[src/hdl/tldt_ram.sv]
// ----------------------------------------------------------------------------
// tldt_ram
// Simple dual-port memory: one write port, one read port, registered read.
// ----------------------------------------------------------------------------
module tldt_ram #(
  parameter int WIDTH = 64,
  parameter int DEPTH = 16
) (
  input  logic                     clk,
  input  logic                     we,
  input  logic [$clog2(DEPTH)-1:0] waddr,
  input  logic [WIDTH-1:0]         wdata,
  input  logic [$clog2(DEPTH)-1:0] raddr,
  output logic [WIDTH-1:0]         rdata
);

  logic [WIDTH-1:0] mem [DEPTH];
  logic [WIDTH-1:0] rdata_r;

  always_ff @(posedge clk) begin
    if (we) begin
      mem[waddr] <= wdata;
    end
  end

  always_ff @(posedge clk) begin
    rdata_r <= mem[raddr];
  end

  assign rdata = rdata_r;

endmodule

[config.mk]
export PLATFORM = sky130hd
export DESIGN_NAME = tldt_ram
export DESIGN_NICKNAME = d
export VERILOG_FILES = /design/src/hdl/tldt_ram.sv
export SDC_FILE = /design/constraint.sdc
export NUM_CORES = 1
export LEC_CHECK = 0
export BUFFER_PORTS_ARGS = -buffer_cell sky130_fd_sc_hd__buf_2
export CAP_MARGIN = 20
export CORE_MARGIN = 2
export CORE_UTILIZATION = 40
export CTS_CLUSTER_DIAMETER = 60
export CTS_CLUSTER_SIZE = 10
export DETAILED_ROUTE_END_ITERATION = 10
export MAX_ROUTING_LAYER = met4
export PLACE_DENSITY_LB_ADDON = 0.3
export RECOVER_POWER = 50
export SKIP_LAST_GASP = 1
export SYNTH_ARGS = -nofsm -noshare
export SYNTH_HDL_FRONTEND = slang
export SYNTH_SLANG_ARGS = --single-unit
[constraint.sdc]
create_clock -name clk -period 12 [get_ports clk]
set_input_delay 3.6 -clock clk [delete_from_list [all_inputs] [get_ports clk]]
set_output_delay 3.6 -clock clk [all_outputs]
set_load 0.02 [all_outputs]
# Word-level counts from Yosys, hierarchy flattened
# Memory sizes are Yosys's and may differ from the RTL's. A register that Yosys moved wholly into a read port is not among the register bits.
# Index checks and enable logic that the tools add are counted.
# Widths: inputs -> output; s select.
[totals]
ff_bits = 0
ramBits = 1024
output_inout_bits = 64
n_memories = 1
[op_classes]
n_mux = 2
[mem_list]
columns = ["name", "depth", "width", "read_ports", "rd_clocked_by_memory_dff", "wr", "line", "text"]
rows = [
  ["mem", 16, 64, 1, 1, 1, "17", "logic [WIDTH-1:0] mem [DEPTH];"],
]
[op_table]
columns = ["cell", "n"]
rows = [
  ["$mux 1", 2],
]

# Depth between registers and ports, before layout
# Gate-level depths: netlist of run 1.
[logic_depth]
ltp_word = 2
depth_mapped = 6
depth_no_buf = 3

# Worst setup path after synthesis of run 1
# Ideal clock, no wire load.
[synth_timing]
path_kind = "input -> register"
from = "input waddr[2]"
to = "memory mem[0][0] (enable)"
setup_time_ns = 0.565
t_arrival_ns = 8.463
required_ns = 11.435
setup_slack_ns = 2.971
stages = 2
n_path_buf = 0
cell_sequence = "or3b_2 > nor3_1"
[synth_lines]
columns = ["element", "line", "text"]
rows = [
  ["from (decl)", "11", "input logic [$clog2(DEPTH)-1:0] waddr,"],
  ["to (decl)", "17", ""],
]
# Straight into the memory's write port.

# Worst setup path after layout of run 1
[layout_timing]
from = "input waddr[0]"
to = "memory mem[14][47] (enable)"
# Straight into the memory's write port.

==> key figures, run 1 <==
Logic synthesis
  – Synth Area in Simple Gates: 0.00942
  – Xor/xnor share of the synthesized area: 0
  – Synth Net Count: 1721
  – Synth Register Bits: 1088
  – Mapped cell area: 0.0396 mm^2
  – Post-synth cell types: 18
  – Largest family of logic cells by synthesized area: multiplexers
  – Syn avg cell area: 24.0 um^2
  – Compound-gate portion of the synthesized area: 0.0243
  – Mux cell area share after synthesis: 0.146
  – Adder-cell share of the synthesized area: 0
  – Ys Warns: 0
  – Synth Instances: 1647
  – Register area share after synthesis: 0.809

Critical path
  – Worst Path Class, Setup: in -> reg
  – WP data required: 12.29 ns
  – Crit path arrival time: 7.02 ns
  – CP most frequent cell: clkbuf_1
  – CP max stage delay: 1.81 ns
  – Crit-path max FO: 37
  – R2r endpoint: rdata[3]
  – Startpoint class of the critical path: primary input
  – FF-to-FF Start: mem[11][3]
  – Crit-path cells: clkbuf_1, nand2b_1, nor2_4, clkbuf_1, buf_4
  – Reg2Reg Depth: 3
  – Flop-to-flop setup slack: 10.65 ns
  – Nature of the critical path endpoint: flip-flop
  – Slowest library cell on the worst path: clkbuf_1

CTS
  – Post-CTS Resized: 0
  – Num CTS Buffers: 120
  – H-tree levels: 3
  – Post-CTS Hold Fix Bufs: 0
  – Clock slew at reported path FFs: 0.05 ns
  – Clock Latency Late Sink: 0.67 ns
  – Post-CTS Setup Inserts: 0
  – TritonCTS clock tree: built
  – CTS max path bufs: 3
  – Root Driver: clkbuf_16
  – Sink Count: 1088

Die
  – Die area: 0.101 mm^2
  – Die W: 319 um
  – Starting Density: 0.403
  – Area of the core: 0.0983 mm^2
  – Placement Rows: 115
  – Die H: 319 um
  – I/O pins: 138

Placed design
  – Hpwl dp: 43800 um
  – GP Congestion: 0.720
  – Port Buffer Count: 137
  – Dpl cell area: 0.0419 mm^2

Worst hold path
  – Hold path start: mem[15][46]
  – Hold Path Depth: 3
  – Hold WC Path Type: reg -> reg
  – Hold Path End: rdata[46]

Layout
  – Final #Nets: 1937
  – Fraction of layout cells with a size suffix above 1: 0.265
  – Area Overhead vs Synth: 14.5%
  – Final Util: 0.461
  – Most frequent cells in the layout: edfxtp_1, mux4_2, clkbuf_1, a22oi_1, clkbuf_16
  – Fillers: 8012
  – Final instance area: 0.0453 mm^2
  – Commonest non-fill, non-tap cell in the layout: edfxtp_1

Detailed routing
  – Iteration-0 DRC count of the detailed router: 1787
  – Post-route ant nets: 0
  – Routed wire length per instance: 27.6 um
  – Final wirelength: 89700 um
  – Via density: 5.52
  – Routed via count: 17937
  – DRC viols: 0
  – TritonRoute pass-1 iters: 7

STA
  – Final min period: 6.74 ns
  – Fin. Hold Viols: 0
  – Relative slew slack: -0.710
  – Setup TNS Final: 0 ns
  – Actual slew at the worst max-slew pin: 2.57 ns
  – Highest clock rate: 148 MHz
  – Clock skew after layout: 0.0224 ns
  – Final Max Tran Viols: 57
  – RSZ-0062 raised after global routing: false
  – Period utilization: 0.561
  – Final setup violating endpoints: 0

Pwr
  – Worst vdd ir: 0.000105 V
  – PwrDens: 175 mW/mm^2
  – Static Leak: 14.2 nW
  – Overall power: 7.94 mW

Global routing
  – Initial antenna violation count: 13
  – First-pass GRT wire length: 130000 um
  – Vias in the first global route: 19293
  – Grt ovf: 0
  – Pin count of the biggest net entering global routing: 109
  – GRT Total Usage: 0.182

Outcome
  – Status: complete, but fails checks
  – Violations in the final reports: max-capacitance violations, max-slew violations

Run
  – Max capacitance violation total: 2
per-layer routing:
metal | part of all wire | vias to the layer above | wire length (um) | track usage
met5 | 0 | - | 0 | -
met4 | 0.015 | 0 | 1310 | 0.0436
met3 | 0.068 | 103 | 6100 | 0.0318
met2 | 0.49 | 625 | 44300 | 0.290
met1 | 0.42 | 9691 | 38000 | 0.247
li1 | - | 7518 | - | -
worst max path at each step:
stage | start | end | cells past startpoint
4_1_cts | raddr[1] | rdata[44] | 6
5_1_grt | waddr[0] | mem[15][41] | 5
2_1_floorplan | waddr[2] | mem[0][0] | 2
3_5_place_dp | raddr[1] | rdata[43] | 6
6_report | waddr[0] | mem[14][47] | 5
3_3_place_gp | raddr[1] | rdata[46] | 6
stage by stage:
stage          setup slack (ns)  cells  hold WS [ns]
2_1_floorplan              2.97   1647         0.635
3_3_place_gp               5.41   3027         0.647
3_5_place_dp               5.34   3027         0.653
4_1_cts                    6.05   3236         0.665
5_1_grt                    5.11   3249         0.696
6_report                   5.27   3251         0.663
cell type report:
type	instances	area, um^2	share of cell area
multi-input combinational	475	7220	0.159
tap	1287	1610	0.0355
sequential	1088	32000	0.707
clock buffer	203	3410	0.0752
antenna	14	35.0	0.000773
clock inverter	6	52.6	0.00116
timing repair buffer	178	956	0.0211
power by group:
group	internal [mW]	switching (mW)
combinational	0.143	0.237
sequential	4.25	0.0317
clock	1.90	1.37
cells by family (layout without fill, tap and decap cells):
kind of cell,count (synthesis),count (layout)
other cells,0,14
buf+inv,84,387
flops,1088,1088
simple gates,91,91
mux,256,256
compound gates,128,128
cell usage after synthesis:
library cell | instances | area [um^2]
dfxtp_1 | 64 | 1280
buf_1 | 16 | 60.1
nor2_1 | 13 | 48.8
nand2_1 | 65 | 244
buf_2 | 13 | 65.1
nand2b_1 | 2 | 12.5
nor2b_1 | 2 | 12.5
clkbuf_1 | 36 | 135
mux4_2 | 256 | 5770
nand3b_1 | 2 | 15.0
and2_1 | 1 | 6.26
or3b_2 | 1 | 8.76
a22oi_1 | 128 | 961
nand3_1 | 1 | 5.00
edfxtp_1 | 1024 | 30700
buf_6 | 13 | 146
nor3_1 | 4 | 20.0
buf_4 | 6 | 45.0
critical path: cells and delay by family:
family                 cells  cell delay, ns
buffers and inverters      3            2.87
and+or+nand+nor            2            0.48
state kept, by name, indices dropped and copies added, names as in the netlist:
register and flops:
mem 1024, rdata 64
Power figures use the tool's default switching activity.
==> inputs of run 2 (changes only) <==
- clock period: 12 -> 5.5 ns (I/O delays scaled with it)
==> run 2 against run 1 <==
The run still ends with max-capacitance violations, max-slew violations left. Register-to-register slack got worse by 6.6 ns. Via count fell by 1.1%. Power rose by 120%. Die area did not move. Sequential cell count did not move. Clock power rose by 120%. Core utilization rose by 0.36 points. Clock skew rose by 0.013 ns. Final area rose by 0.79%. Sequential power rose by 120%. Combinational power rose by 120%. Non-clock buffer count rose by 8. Largest cell class unchanged. Largest power group unchanged. Highest routed layer unchanged.
==> key figures, run 2 (synthesis results as in run 1) <==
Layout
  – Fraction of layout cells with a size suffix above 1: 0.265
  – Max reg flops: 1024
  – Top reg by flops: mem
  – Fillers: 8031
  – Most frequent cells in the layout: edfxtp_1, mux4_2, clkbuf_1, a22oi_1, clkbuf_16
  – Commonest non-fill, non-tap cell in the layout: edfxtp_1
  – Final #Nets: 1945
  – Area Overhead vs Synth: 15.4%

Pwr
  – Overall power: 17.4 mW
  – PwrDens: 381 mW/mm^2
  – Worst vdd ir: 0.000299 V
  – Static Leak: 14.4 nW

Critical path
  – Crit-path max FO: 18
  – Crit path arrival time: 4.49 ns
  – Startpoint class of the critical path: primary input
  – Nature of the critical path endpoint: flip-flop
  – WP data required: 5.83 ns
  – Worst Path Class, Setup: in -> reg

CTS
  – Num CTS Buffers: 120
  – Clock slew at reported path FFs: 0.06 ns
  – Clock Latency Late Sink: 0.68 ns
  – CTS max path bufs: 3
  – Root Driver: clkbuf_16
  – Post-CTS Setup Inserts: 0
  – H-tree levels: 3
  – Post-CTS Resized: 0
  – TritonCTS clock tree: built
  – Post-CTS Hold Fix Bufs: 0
  – Sink Count: 1088

Outcome
  – Status: complete, but fails checks
  – Violations in the final reports: max-capacitance violations, max-slew violations

Die
  – Placement Rows: 115
  – Starting Density: 0.403
  – I/O pins: 138
  – Die area: 0.101 mm^2
  – Die H: 319 um
  – Die W: 319 um
  – Area of the core: 0.0983 mm^2

STA
  – Final Max Tran Viols: 145
  – Highest clock rate: 240 MHz
  – Clock skew after layout: 0.0352 ns
  – Relative slew slack: -0.642
  – Setup TNS Final: 0 ns
  – Final setup violating endpoints: 0
  – Final WS setup: 1.34 ns
  – Actual slew at the worst max-slew pin: 2.46 ns
  – RSZ-0062 raised after global routing: false
  – Final min period: 4.16 ns
  – Period utilization: 0.756
  – Fin. Hold Viols: 0

Global routing
  – First-pass GRT wire length: 127000 um
  – Initial antenna violation count: 14
  – GRT Total Usage: 0.174
  – Vias in the first global route: 19187
  – Pin count of the biggest net entering global routing: 90
  – Grt ovf: 0

Detailed routing
  – Final wirelength: 85200 um
  – Routed wire length per instance: 26.0 um
  – Routed via count: 17732
  – Post-route ant nets: 0
  – Iteration-0 DRC count of the detailed router: 1668
  – DRC viols: 0
  – TritonRoute pass-1 iters: 5
  – Via density: 5.42

Placed design
  – Hpwl dp: 44300 um
  – Place WS: 1.59 ns
  – GP Congestion: 0.707
  – Port Buffer Count: 137

Worst hold path
  – Hold WC Path Type: reg -> reg

Run
  – Max capacitance violation total: 4
run 2: cell count changes in the layout (fill, tap and decap cells not counted), moves of 2 or more:
cell / before / now
buf_4: 37 / 26
clkbuf_1: 146 / 161
clkbuf_16: 124 / 121
nor2_1: 2 / 4
diode_2: 14 / 12
nor3_4: 0 / 4
nor2_4: 11 / 9
clkbuf_2: 0 / 2
buf_12: 1 / 19
nor3_2: 4 / 0
clkinvlp_4: 0 / 2
run 2: layout make-up:
cell class                 count  area, um^2  area share
clock buffer                 217        3400      0.0744
multi-input combinational    475        7230       0.158
clock inverter                 9         130     0.00285
tap                         1287        1610      0.0353
sequential                  1088       32000       0.701
antenna                       12        30.0    0.000658
timing repair buffer         186        1240      0.0272
run 2: routing by layer:
layer	up-vias	track usage	wire length [um]
met2	491	0.280	42300
met1	9580	0.228	35900
met3	114	0.0366	5430
met4	0	0.0444	1590
met5	-	-	0
li1	7547	-	-
run 2: worst paths after layout:
check               end  slack, ns       start  depth (start not counted)
min            rdata[8]       0.67  mem[14][8]                          3
max reg2reg   rdata[14]       4.07  mem[2][14]                          3
max          mem[5][59]       1.34    waddr[1]                          4
min reg2reg    rdata[8]       0.67  mem[14][8]                          3
run 2: metrics by stage:
stage               hold slack, ns  instance area (um^2)  cells   util
finish                       0.669                 45700   3274  0.465
global route                 0.694                 45700   3273  0.465
CTS                          0.664                 45800   3262  0.466
detailed placement           0.659                 42300   3036  0.430
global placement             0.646                 42200   3035  0.430
floorplan                    0.635                 39600   1647      -
run 2: report_power, final:
part	switching, mW	internal (mW)	total [mW]
clock	3.03	4.18	7.21
combinational	0.523	0.325	0.848
sequential	0.0692	9.28	9.35
total	3.62	13.8	17.4
run 2: critical path: stages:
cell      delay, ns
clkbuf_1       0.25
nand2b_1       0.38
nor2_1         1.62
buf_4          0.56
